$ cat src/rtl/dth_pkg.sv
// Shared types and constants for the differential turn hysteresis block.
// Used by the register file, controller, datapath and top level; no dependencies.
`timescale 1ns / 1ps

package dth_pkg;

    localparam int ANGLE_W    = 15;
    localparam int MAG_W      = 15;
    localparam int SPEED_W    = 16;
    localparam int THR_W      = 14;
    localparam int OUT_W      = 18;
    localparam int PROD_W     = MAG_W + SPEED_W;
    localparam int QUO_W      = SPEED_W;
    localparam int DIV_STEPS  = QUO_W;
    localparam int CNT_W      = $clog2(DIV_STEPS);
    localparam int APB_DATA_W = 32;
    localparam int APB_ADDR_W = 4;

    localparam logic [THR_W-1:0]   HARD_THR_RST     = 14'd6434;
    localparam logic [THR_W-1:0]   SOFT_THR_RST     = 14'd5004;
    localparam logic [THR_W-1:0]   STRAIGHT_THR_RST = 14'd715;
    localparam logic [SPEED_W-1:0] SPEED_CAP_RST    = 16'd2560;

    typedef enum logic [1:0] {
        MODE_STRAIGHT = 2'd0,
        MODE_SOFT     = 2'd1,
        MODE_HARD     = 2'd2
    } mode_t;

    typedef enum logic [1:0] {
        REG_HARD_THR     = 2'd0,
        REG_SOFT_THR     = 2'd1,
        REG_STRAIGHT_THR = 2'd2,
        REG_SPEED_CAP    = 2'd3
    } reg_idx_t;

    typedef struct packed {
        logic [THR_W-1:0]   hard_thr;
        logic [THR_W-1:0]   soft_thr;
        logic [THR_W-1:0]   straight_thr;
        logic [SPEED_W-1:0] speed_cap;
    } cfg_t;

    typedef struct packed {
        logic capture;
        logic update;
        logic div_step;
        logic load_out;
    } cmd_t;

    typedef struct packed {
        logic out_free;
    } status_t;

endpackage

$ cat src/rtl/differential_turn_hysteresis.sv
// Channel    | Handshake           | Payload
// input      | in_valid / in_ready | heading_angle, heading_length
// output     | out_valid/out_ready | left_speed, right_speed, turn_mode
// config     | psel/penable/pready | paddr, pwdata, pwrite, prdata
//
// An item passes from its input transfer through a capture, a multiply, 16
// steps of the restoring divider and one load into the output register, where
// the result then shows as valid.
// Reset clears the turning mode to straight and the registers to their defaults.
// A held output stalls the block in its final step, and no input is taken
// until the result has moved into the output register.
// Top level of the differential turn hysteresis block; uses dth_pkg, dth_regs,
// dth_ctrl and dth_dp.
`timescale 1ns / 1ps

module differential_turn_hysteresis (
    input  logic                                 clk,
    input  logic                                 rst_n,
    input  logic                                 psel,
    input  logic                                 penable,
    input  logic                                 pwrite,
    input  logic        [dth_pkg::APB_ADDR_W-1:0] paddr,
    input  logic        [dth_pkg::APB_DATA_W-1:0] pwdata,
    output logic        [dth_pkg::APB_DATA_W-1:0] prdata,
    output logic                                 pready,
    input  logic                                 in_valid,
    output logic                                 in_ready,
    input  logic signed [dth_pkg::ANGLE_W-1:0]   heading_angle,
    input  logic        [dth_pkg::SPEED_W-1:0]   heading_length,
    output logic                                 out_valid,
    input  logic                                 out_ready,
    output logic signed [dth_pkg::OUT_W-1:0]     left_speed,
    output logic signed [dth_pkg::OUT_W-1:0]     right_speed,
    output logic        [1:0]                    turn_mode
);

    dth_pkg::cfg_t    cfg;
    dth_pkg::cmd_t    cmd;
    dth_pkg::status_t status;

    assign pready = 1'b1;

    dth_regs u_regs (
        .clk     (clk),
        .rst_n   (rst_n),
        .psel    (psel),
        .penable (penable),
        .pwrite  (pwrite),
        .paddr   (paddr),
        .pwdata  (pwdata),
        .prdata  (prdata),
        .pready  (pready),
        .cfg     (cfg)
    );

    dth_ctrl u_ctrl (
        .clk      (clk),
        .rst_n    (rst_n),
        .in_valid (in_valid),
        .in_ready (in_ready),
        .status   (status),
        .cmd      (cmd)
    );

    dth_dp u_dp (
        .clk            (clk),
        .rst_n          (rst_n),
        .cfg            (cfg),
        .cmd            (cmd),
        .status         (status),
        .heading_angle  (heading_angle),
        .heading_length (heading_length),
        .out_valid      (out_valid),
        .out_ready      (out_ready),
        .left_speed     (left_speed),
        .right_speed    (right_speed),
        .turn_mode      (turn_mode)
    );

endmodule

$ cat src/rtl/dth_regs.sv
// Configuration register file behind the APB-style port.
// Depends on dth_pkg for the register map, reset values and the cfg_t struct.
`timescale 1ns / 1ps

module dth_regs (
    input  logic                           clk,
    input  logic                           rst_n,
    input  logic                           psel,
    input  logic                           penable,
    input  logic                           pwrite,
    input  logic [dth_pkg::APB_ADDR_W-1:0] paddr,
    input  logic [dth_pkg::APB_DATA_W-1:0] pwdata,
    output logic [dth_pkg::APB_DATA_W-1:0] prdata,
    input  logic                           pready,
    output dth_pkg::cfg_t                  cfg
);

    dth_pkg::cfg_t     cfg_reg;
    dth_pkg::reg_idx_t idx;
    logic              wr_en;

    assign idx   = dth_pkg::reg_idx_t'(paddr[dth_pkg::APB_ADDR_W-1:2]);
    assign wr_en = psel && penable && pwrite && pready;
    assign cfg   = cfg_reg;

    always_ff @(posedge clk or negedge rst_n)
    begin
        if (!rst_n)
        begin
            cfg_reg.hard_thr     <= dth_pkg::HARD_THR_RST;
            cfg_reg.soft_thr     <= dth_pkg::SOFT_THR_RST;
            cfg_reg.straight_thr <= dth_pkg::STRAIGHT_THR_RST;
            cfg_reg.speed_cap    <= dth_pkg::SPEED_CAP_RST;
        end
        else if (wr_en)
        begin
            unique case (idx)
                dth_pkg::REG_HARD_THR:
                    cfg_reg.hard_thr <= pwdata[dth_pkg::THR_W-1:0];
                dth_pkg::REG_SOFT_THR:
                    cfg_reg.soft_thr <= pwdata[dth_pkg::THR_W-1:0];
                dth_pkg::REG_STRAIGHT_THR:
                    cfg_reg.straight_thr <= pwdata[dth_pkg::THR_W-1:0];
                dth_pkg::REG_SPEED_CAP:
                    cfg_reg.speed_cap <= pwdata[dth_pkg::SPEED_W-1:0];
            endcase
        end
    end

    always_comb
    begin
        unique case (idx)
            dth_pkg::REG_HARD_THR:
                prdata = dth_pkg::APB_DATA_W'(cfg_reg.hard_thr);
            dth_pkg::REG_SOFT_THR:
                prdata = dth_pkg::APB_DATA_W'(cfg_reg.soft_thr);
            dth_pkg::REG_STRAIGHT_THR:
                prdata = dth_pkg::APB_DATA_W'(cfg_reg.straight_thr);
            dth_pkg::REG_SPEED_CAP:
                prdata = dth_pkg::APB_DATA_W'(cfg_reg.speed_cap);
        endcase
    end

endmodule

$ cat src/rtl/dth_ctrl.sv
// Sequencing state machine: capture, mode update, divide steps, result load.
// Depends on dth_pkg for the command and status structs and the step count.
`timescale 1ns / 1ps

module dth_ctrl (
    input  logic              clk,
    input  logic              rst_n,
    input  logic              in_valid,
    output logic              in_ready,
    input  dth_pkg::status_t  status,
    output dth_pkg::cmd_t     cmd
);

    typedef enum logic [1:0] {
        ST_IDLE,
        ST_UPDATE,
        ST_DIV,
        ST_DONE
    } state_t;

    state_t                    state_reg;
    state_t                    state_next;
    logic [dth_pkg::CNT_W-1:0] cnt_reg;
    logic                      last_step;

    assign last_step = (cnt_reg == dth_pkg::CNT_W'(dth_pkg::DIV_STEPS - 1));
    assign in_ready  = (state_reg == ST_IDLE);

    always_comb
    begin
        cmd.capture  = (state_reg == ST_IDLE) && in_valid;
        cmd.update   = (state_reg == ST_UPDATE);
        cmd.div_step = (state_reg == ST_DIV);
        cmd.load_out = (state_reg == ST_DONE) && status.out_free;
    end

    always_comb
    begin
        state_next = state_reg;
        unique case (state_reg)
            ST_IDLE:
                if (in_valid)
                    state_next = ST_UPDATE;
            ST_UPDATE:
                state_next = ST_DIV;
            ST_DIV:
                if (last_step)
                    state_next = ST_DONE;
            ST_DONE:
                if (status.out_free)
                    state_next = ST_IDLE;
        endcase
    end

    always_ff @(posedge clk or negedge rst_n)
    begin
        if (!rst_n)
        begin
            state_reg <= ST_IDLE;
            cnt_reg   <= '0;
        end
        else
        begin
            state_reg <= state_next;
            if (state_reg == ST_UPDATE)
                cnt_reg <= '0;
            else if (state_reg == ST_DIV)
                cnt_reg <= cnt_reg + dth_pkg::CNT_W'(1);
        end
    end

    // A result is only written into the output register when it has room.
    a_load_needs_room: assert property (@(posedge clk) disable iff (!rst_n)
        cmd.load_out |-> status.out_free)
        else $error("result loaded while output register is occupied");

    a_busy_after_capture: assert property (@(posedge clk) disable iff (!rst_n)
        cmd.capture |=> !in_ready)
        else $error("input ready right after a transfer");

    a_div_length: assert property (@(posedge clk) disable iff (!rst_n)
        (state_reg == ST_DIV && last_step) |=> state_reg == ST_DONE)
        else $error("divide sequence did not end after the last step");

endmodule

$ cat src/rtl/dth_dp.sv
// Datapath: angle magnitude, base speed, turning mode, restoring divider and
// the output register. Depends on dth_pkg for widths, mode codes and structs.
`timescale 1ns / 1ps

module dth_dp (
    input  logic                                 clk,
    input  logic                                 rst_n,
    input  dth_pkg::cfg_t                        cfg,
    input  dth_pkg::cmd_t                        cmd,
    output dth_pkg::status_t                     status,
    input  logic signed [dth_pkg::ANGLE_W-1:0]   heading_angle,
    input  logic        [dth_pkg::SPEED_W-1:0]   heading_length,
    output logic                                 out_valid,
    input  logic                                 out_ready,
    output logic signed [dth_pkg::OUT_W-1:0]     left_speed,
    output logic signed [dth_pkg::OUT_W-1:0]     right_speed,
    output logic        [1:0]                    turn_mode
);

    logic [dth_pkg::MAG_W-1:0]   mag_reg;
    logic [dth_pkg::SPEED_W-1:0] base_reg;
    logic                        pos_reg;
    dth_pkg::mode_t              mode_reg;
    dth_pkg::mode_t              mode_next;
    logic [dth_pkg::THR_W-1:0]   rem_reg;
    logic [dth_pkg::QUO_W-1:0]   quo_reg;
    logic                        out_valid_reg;
    logic [dth_pkg::OUT_W-1:0]   left_reg;
    logic [dth_pkg::OUT_W-1:0]   right_reg;
    logic [1:0]                  mode_out_reg;

    logic [dth_pkg::MAG_W-1:0]   in_mag;
    logic [dth_pkg::SPEED_W-1:0] in_base;
    logic                        in_pos;
    logic [dth_pkg::MAG_W-1:0]   hard_x;
    logic [dth_pkg::MAG_W-1:0]   soft_x;
    logic [dth_pkg::MAG_W-1:0]   straight_x;
    logic [dth_pkg::PROD_W-1:0]  product;
    logic [dth_pkg::THR_W:0]     trial;
    logic [dth_pkg::THR_W:0]     divisor;
    logic [dth_pkg::THR_W:0]     trial_diff;
    logic                        trial_ge;
    logic [dth_pkg::QUO_W-1:0]   d_val;
    logic [dth_pkg::SPEED_W:0]   sum_val;
    logic [dth_pkg::SPEED_W:0]   diff_val;
    logic [dth_pkg::OUT_W-1:0]   s1;
    logic [dth_pkg::OUT_W-1:0]   s2;

    // The most negative angle keeps its full magnitude in the 15-bit result.
    assign in_mag  = heading_angle[dth_pkg::ANGLE_W-1]
                   ? (dth_pkg::MAG_W'(0) - dth_pkg::MAG_W'(heading_angle))
                   : dth_pkg::MAG_W'(heading_angle);
    assign in_base = (heading_length < cfg.speed_cap) ? heading_length : cfg.speed_cap;
    assign in_pos  = !heading_angle[dth_pkg::ANGLE_W-1] && (heading_angle != '0);

    assign hard_x     = dth_pkg::MAG_W'(cfg.hard_thr);
    assign soft_x     = dth_pkg::MAG_W'(cfg.soft_thr);
    assign straight_x = dth_pkg::MAG_W'(cfg.straight_thr);

    // Cascaded hysteresis: hard may relax first, then soft, then straight is judged.
    always_comb
    begin
        mode_next = mode_reg;
        if (mode_next == dth_pkg::MODE_HARD && mag_reg <= soft_x)
            mode_next = dth_pkg::MODE_SOFT;
        if (mode_next == dth_pkg::MODE_SOFT)
        begin
            if (mag_reg > hard_x)
                mode_next = dth_pkg::MODE_HARD;
            else if (mag_reg <= straight_x)
                mode_next = dth_pkg::MODE_STRAIGHT;
        end
        if (mode_next == dth_pkg::MODE_STRAIGHT)
        begin
            if (mag_reg > hard_x)
                mode_next = dth_pkg::MODE_HARD;
            else if (mag_reg > straight_x)
                mode_next = dth_pkg::MODE_SOFT;
        end
    end

    assign product = dth_pkg::PROD_W'(base_reg) * dth_pkg::PROD_W'(mag_reg);

    // One restoring step: shift in the next dividend bit, subtract when it fits.
    assign divisor    = {1'b0, cfg.hard_thr};
    assign trial      = {rem_reg, quo_reg[dth_pkg::QUO_W-1]};
    assign trial_ge   = (trial >= divisor);
    assign trial_diff = trial - divisor;

    always_ff @(posedge clk or negedge rst_n)
    begin
        if (!rst_n)
            mode_reg <= dth_pkg::MODE_STRAIGHT;
        else if (cmd.update)
            mode_reg <= mode_next;
    end

    always_ff @(posedge clk)
    begin
        if (cmd.capture)
        begin
            mag_reg  <= in_mag;
            base_reg <= in_base;
            pos_reg  <= in_pos;
        end
        // Outside hard mode the quotient never exceeds the base speed, so the upper
        // product bits already sit below the divisor and seed the remainder.
        if (cmd.update)
        begin
            rem_reg <= product[dth_pkg::QUO_W +: dth_pkg::THR_W];
            quo_reg <= product[dth_pkg::QUO_W-1:0];
        end
        else if (cmd.div_step)
        begin
            rem_reg <= trial_ge ? trial_diff[dth_pkg::THR_W-1:0]
                                : trial[dth_pkg::THR_W-1:0];
            quo_reg <= {quo_reg[dth_pkg::QUO_W-2:0], trial_ge};
        end
    end

    // A zero hard threshold only admits soft mode at zero angle, where d is zero.
    assign d_val    = (cfg.hard_thr == '0) ? '0 : quo_reg;
    assign sum_val  = {1'b0, base_reg} + {1'b0, d_val};
    assign diff_val = {1'b0, base_reg} - {1'b0, d_val};

    always_comb
    begin
        case (mode_reg)
            dth_pkg::MODE_SOFT:
            begin
                s1 = dth_pkg::OUT_W'(diff_val);
                s2 = dth_pkg::OUT_W'(sum_val);
            end
            dth_pkg::MODE_HARD:
            begin
                s1 = dth_pkg::OUT_W'(0) - dth_pkg::OUT_W'(cfg.speed_cap);
                s2 = dth_pkg::OUT_W'(cfg.speed_cap);
            end
            default:
            begin
                s1 = dth_pkg::OUT_W'(base_reg);
                s2 = dth_pkg::OUT_W'(base_reg);
            end
        endcase
    end

    always_ff @(posedge clk or negedge rst_n)
    begin
        if (!rst_n)
            out_valid_reg <= 1'b0;
        else if (cmd.load_out)
            out_valid_reg <= 1'b1;
        else if (out_ready)
            out_valid_reg <= 1'b0;
    end

    always_ff @(posedge clk)
    begin
        if (cmd.load_out)
        begin
            left_reg     <= pos_reg ? s1 : s2;
            right_reg    <= pos_reg ? s2 : s1;
            mode_out_reg <= mode_reg;
        end
    end

    assign status.out_free = !out_valid_reg || out_ready;
    assign out_valid       = out_valid_reg;
    assign left_speed      = left_reg;
    assign right_speed     = right_reg;
    assign turn_mode       = mode_out_reg;

    // In soft mode the angle is at most the hard threshold, so d cannot pass base.
    a_soft_d_bounded: assert property (@(posedge clk) disable iff (!rst_n)
        (cmd.load_out && mode_reg == dth_pkg::MODE_SOFT && cfg.hard_thr != '0)
        |-> quo_reg <= base_reg)
        else $error("soft-turn offset exceeds base speed");

    a_straight_below_hard: assert property (@(posedge clk) disable iff (!rst_n)
        (cmd.load_out && mode_reg == dth_pkg::MODE_STRAIGHT) |-> mag_reg <= hard_x)
        else $error("straight mode kept with angle above hard threshold");

endmodule

$ cat config.mk
export PLATFORM = sky130hd
export DESIGN_NAME = differential_turn_hysteresis
export DESIGN_NICKNAME = d
export VERILOG_FILES = /design/src/rtl/dth_pkg.sv /design/src/rtl/differential_turn_hysteresis.sv /design/src/rtl/dth_regs.sv /design/src/rtl/dth_ctrl.sv /design/src/rtl/dth_dp.sv
export SDC_FILE = /design/constraint.sdc
export NUM_CORES = 1
export LEC_CHECK = 0
export ABC_AREA = 1
export BUFFER_PORTS_ARGS = -buffer_cell sky130_fd_sc_hd__buf_2
export CAP_MARGIN = 20
export CORE_MARGIN = 8
export CORE_UTILIZATION = 53
export CTS_CLUSTER_SIZE = 24
export DETAILED_ROUTE_END_ITERATION = 8
export PLACE_DENSITY = 0.71
export SLEW_MARGIN = 20
export SYNTH_ARGS = -nofsm -noshare
export SYNTH_HDL_FRONTEND = slang
export SYNTH_SLANG_ARGS = --single-unit
$ cat constraint.sdc
create_clock -name clk -period 14.5 [get_ports clk]
set_clock_uncertainty 0.2 [all_clocks]
set_input_delay 2.175 -clock clk [delete_from_list [all_inputs] [get_ports clk]]
set_output_delay 2.175 -clock clk [all_outputs]
set_load 0.01 [all_outputs]
==> results_dict.tcl <==
set metrics [dict create \
    status "completed" \
    fin_crit_sh_pct 46.8 \
    synth_top_area_cell "fa_1" \
    worst_path_max_delay_cell "edfxtp_1" \
    rsz0062_at_grt "no" \
    gp_congestion 0.987 \
    finalMaxSlewViolations 0 \
    tritoncts "built" \
    grtUsageTotal_pct 25.8 \
    grt_pass1_vias 18700 \
    syn_area_per_cell_um2 7.26 \
    tns_ns 0 \
    synthesis.area_um2 21000 \
    cts_buffers 17 \
    grt-ovfl-total 0 \
    cts-resized-gates 0 \
    cts_root_buffer "clkbuf_16" \
    drt_wl_total_um 59800 \
    cts_hold_buffers 0 \
    largest_register_ffs 58 \
    cts.htree.levels 4 \
    yosysSeqAreaShare_pct 22.3 \
    synthArstFlopShare_pct 40.4 \
    slew-limit-headroom_pct 25.6 \
    synth_edf_count 99 \
    post-synth-top-area-fraction_pct 17.4 \
    clock.fmax_ghz 0.147 \
    area_growth_pct 7.46 \
    die-area_um2 46200 \
    grt_pass1_wl_um 96100 \
    ys_dominant_reg_cell "edfxtp_1" \
    diodes 0 \
    nNetsFinal 3390 \
    firstDrtPassIters 6 \
    final_common_cell "nand2_1" \
    cp_num_buf_inv 5 \
    cts_setup_buffers 0 \
    clk_path_buf_depth 2 \
    synth-seq-cells 166 \
    drt_iter0_markers 1483 \
    fin_area_um2 22500 \
    synth_area_leaders "fa_1 17%, nand2_1 15%, edfxtp_1 14%" \
    yosys_warnings 0 \
    required_ns 14.48 \
    final_cell_mix "858 x nand2_1, 577 x inv_1, 203 x ha_1" \
    clock_sink_count 166 \
    place_area_um2 21800 \
    via_per_inst 5.41 \
    clkTransAtPathRegs_ns 0.08 \
    worst_pin_slew_ns 1.12 \
    numPortBuffers 111 \
    clock_latency_ns 0.45 \
    setup_viol 0 \
    start_kind "flip-flop" \
    die_w_um 215 \
    path_common_cell "fa_1" \
    netlist_instances 2888 \
    ys_types 54 \
    io-pin-count 147 \
    worstSetupPathType "reg2reg" \
    initial_utilization_pct 53.2 \
    drv_cap 0 \
    drc 0 \
    coreArea_um2 39400 \
    cp-end-kind "flip-flop" \
    hold_violations 0 \
    rows 73 \
    hpwl_um 47300 \
    critPathArrivalTime_ns 6.77 \
    die_h_um 215 \
    via_count 18800 \
    critical_path.max_fanout 18 \
    grt_max_degree 68 \
    slowest_delay_ns 1.09 \
    crit_family "adder cells" \
    avgRoutedWirePerCell_um 17.2 \
    path_cells "nand2_1 -> inv_1 -> fa_1 -> inv_1 -> fa_1 -> inv_1 -> fa_1 -> fa_1 -> fa_1 -> inv_1 -> fa_1 -> inv_1 -> ha_1 -> a21oi_1 -> a21boi_0 -> o21ai_2 -> nand2_1 -> nand2_1 -> o21ai_0 -> nand2_1" \
    grt_antenna_before_repair 0 \
    antenna_left 0 \
    drive_gt1_share_pct 8.05 \
    min_path_type "reg2reg" \
    fin_crit_ns 6.79 \
]
-- metrics by stage --
stage,hold slack [ns],setup WS (ns),util [%],std cells
global route,0.324,7.46,57.2,3469
floorplan,0.253,8.61,-,2903
global placement,0.267,7.87,55.5,3436
detailed placement,0.282,7.79,55.5,3436
CTS,0.302,7.77,57.1,3468
finish,0.304,7.71,57.2,3469
-- synthesized netlist by cell type (2+ instances only) --
library cell,n
nor4_1,6
fa_1,182
edfxtp_1,99
nand3b_1,2
nor2_4,2
xor2_1,21
a21oi_2,6
xnor2_1,14
o21ai_2,4
inv_1,578
nand2_2,5
clkinv_1,2
ha_1,203
a21oi_1,128
nor2_2,3
conb_1,2
nor2_1,149
nand4_1,31
and2_1,4
and3_1,2
nand2_1,858
a21o_1,4
dfrtp_1,48
o21ai_0,162
clkbuf_1,87
nor4b_1,3
a21boi_0,3
a31oi_1,6
o21ai_1,11
o2111ai_1,14
o22ai_1,6
o21bai_1,8
buf_2,17
nand3_2,4
or2_2,2
inv_2,10
nor3_1,24
dfstp_2,19
nand3_1,113
buf_4,27
o211ai_1,6
-- path summary, 6_finish.rpt --
path | cells past startpoint | startpoint | slack, ns | end
min in group asynchronous | 2 | rst_n | 1.70 | u_ctrl.state_reg[0]
setup / recovery | 20 | u_dp.base_reg[12] | 7.71 | u_dp.rem_reg[1]
setup reg to reg | 20 | u_dp.base_reg[12] | 7.71 | u_dp.rem_reg[1]
hold / removal | 2 | u_regs.cfg[1] | 0.30 | u_regs.cfg[1]
hold reg to reg | 2 | u_regs.cfg[1] | 0.30 | u_regs.cfg[1]
max in group asynchronous | 2 | rst_n | 11.80 | u_dp.mode_reg[0]
-- metal layers --
metal | routed length (um) | track usage, % | share of wire, % | vias up
met5 | 0 | 0 | 0 | -
met4 | 1910 | 8.59 | 3.2 | 0
met3 | 4400 | 4.02 | 7.3 | 103
met2 | 27700 | 42.5 | 46 | 729
met1 | 25800 | 34.3 | 43 | 8940
li1 | - | - | - | 9000
-- final cells by class --
type	instances	area (um2)
clock inverters	14	196
inverters	590	2210
multi-input cells	2013	13500
well taps	525	657
fillers	3703	16800
clock buffers	18	450
repair buffers	143	816
flip-flops and latches	166	4670
-- cell families (layout without fill, tap and decap cells) --
group,Yosys count,count (layout),share of synthesized area (%)
XOR/XNOR,35,35,1.46
AND/OR/NAND/NOR,1212,1212,23.6
adder cells (fa/ha/maj),385,385,29.5
other,2,17,0.0358
buffers and inverters,724,765,13.6
AO/OA/AOI/OAI,364,364,9.55
flip-flops,166,166,22.3
-- worst reg2reg max path: stages (launching register included) --
cell,delay [ns]
edfxtp_1,1.09
nand2_1,0.15
inv_1,0.11
fa_1,0.41
inv_1,0.08
fa_1,0.41
inv_1,0.08
fa_1,0.43
fa_1,0.48
fa_1,0.55
inv_1,0.07
fa_1,0.53
inv_1,0.05
ha_1,0.37
a21oi_1,0.21
a21boi_0,0.55
o21ai_2,0.21
nand2_1,0.10
nand2_1,0.06
o21ai_0,0.29
nand2_1,0.10
Power is not shown: default switching activity piles up to over one toggle a cycle in this logic, so the estimate is an artifact.
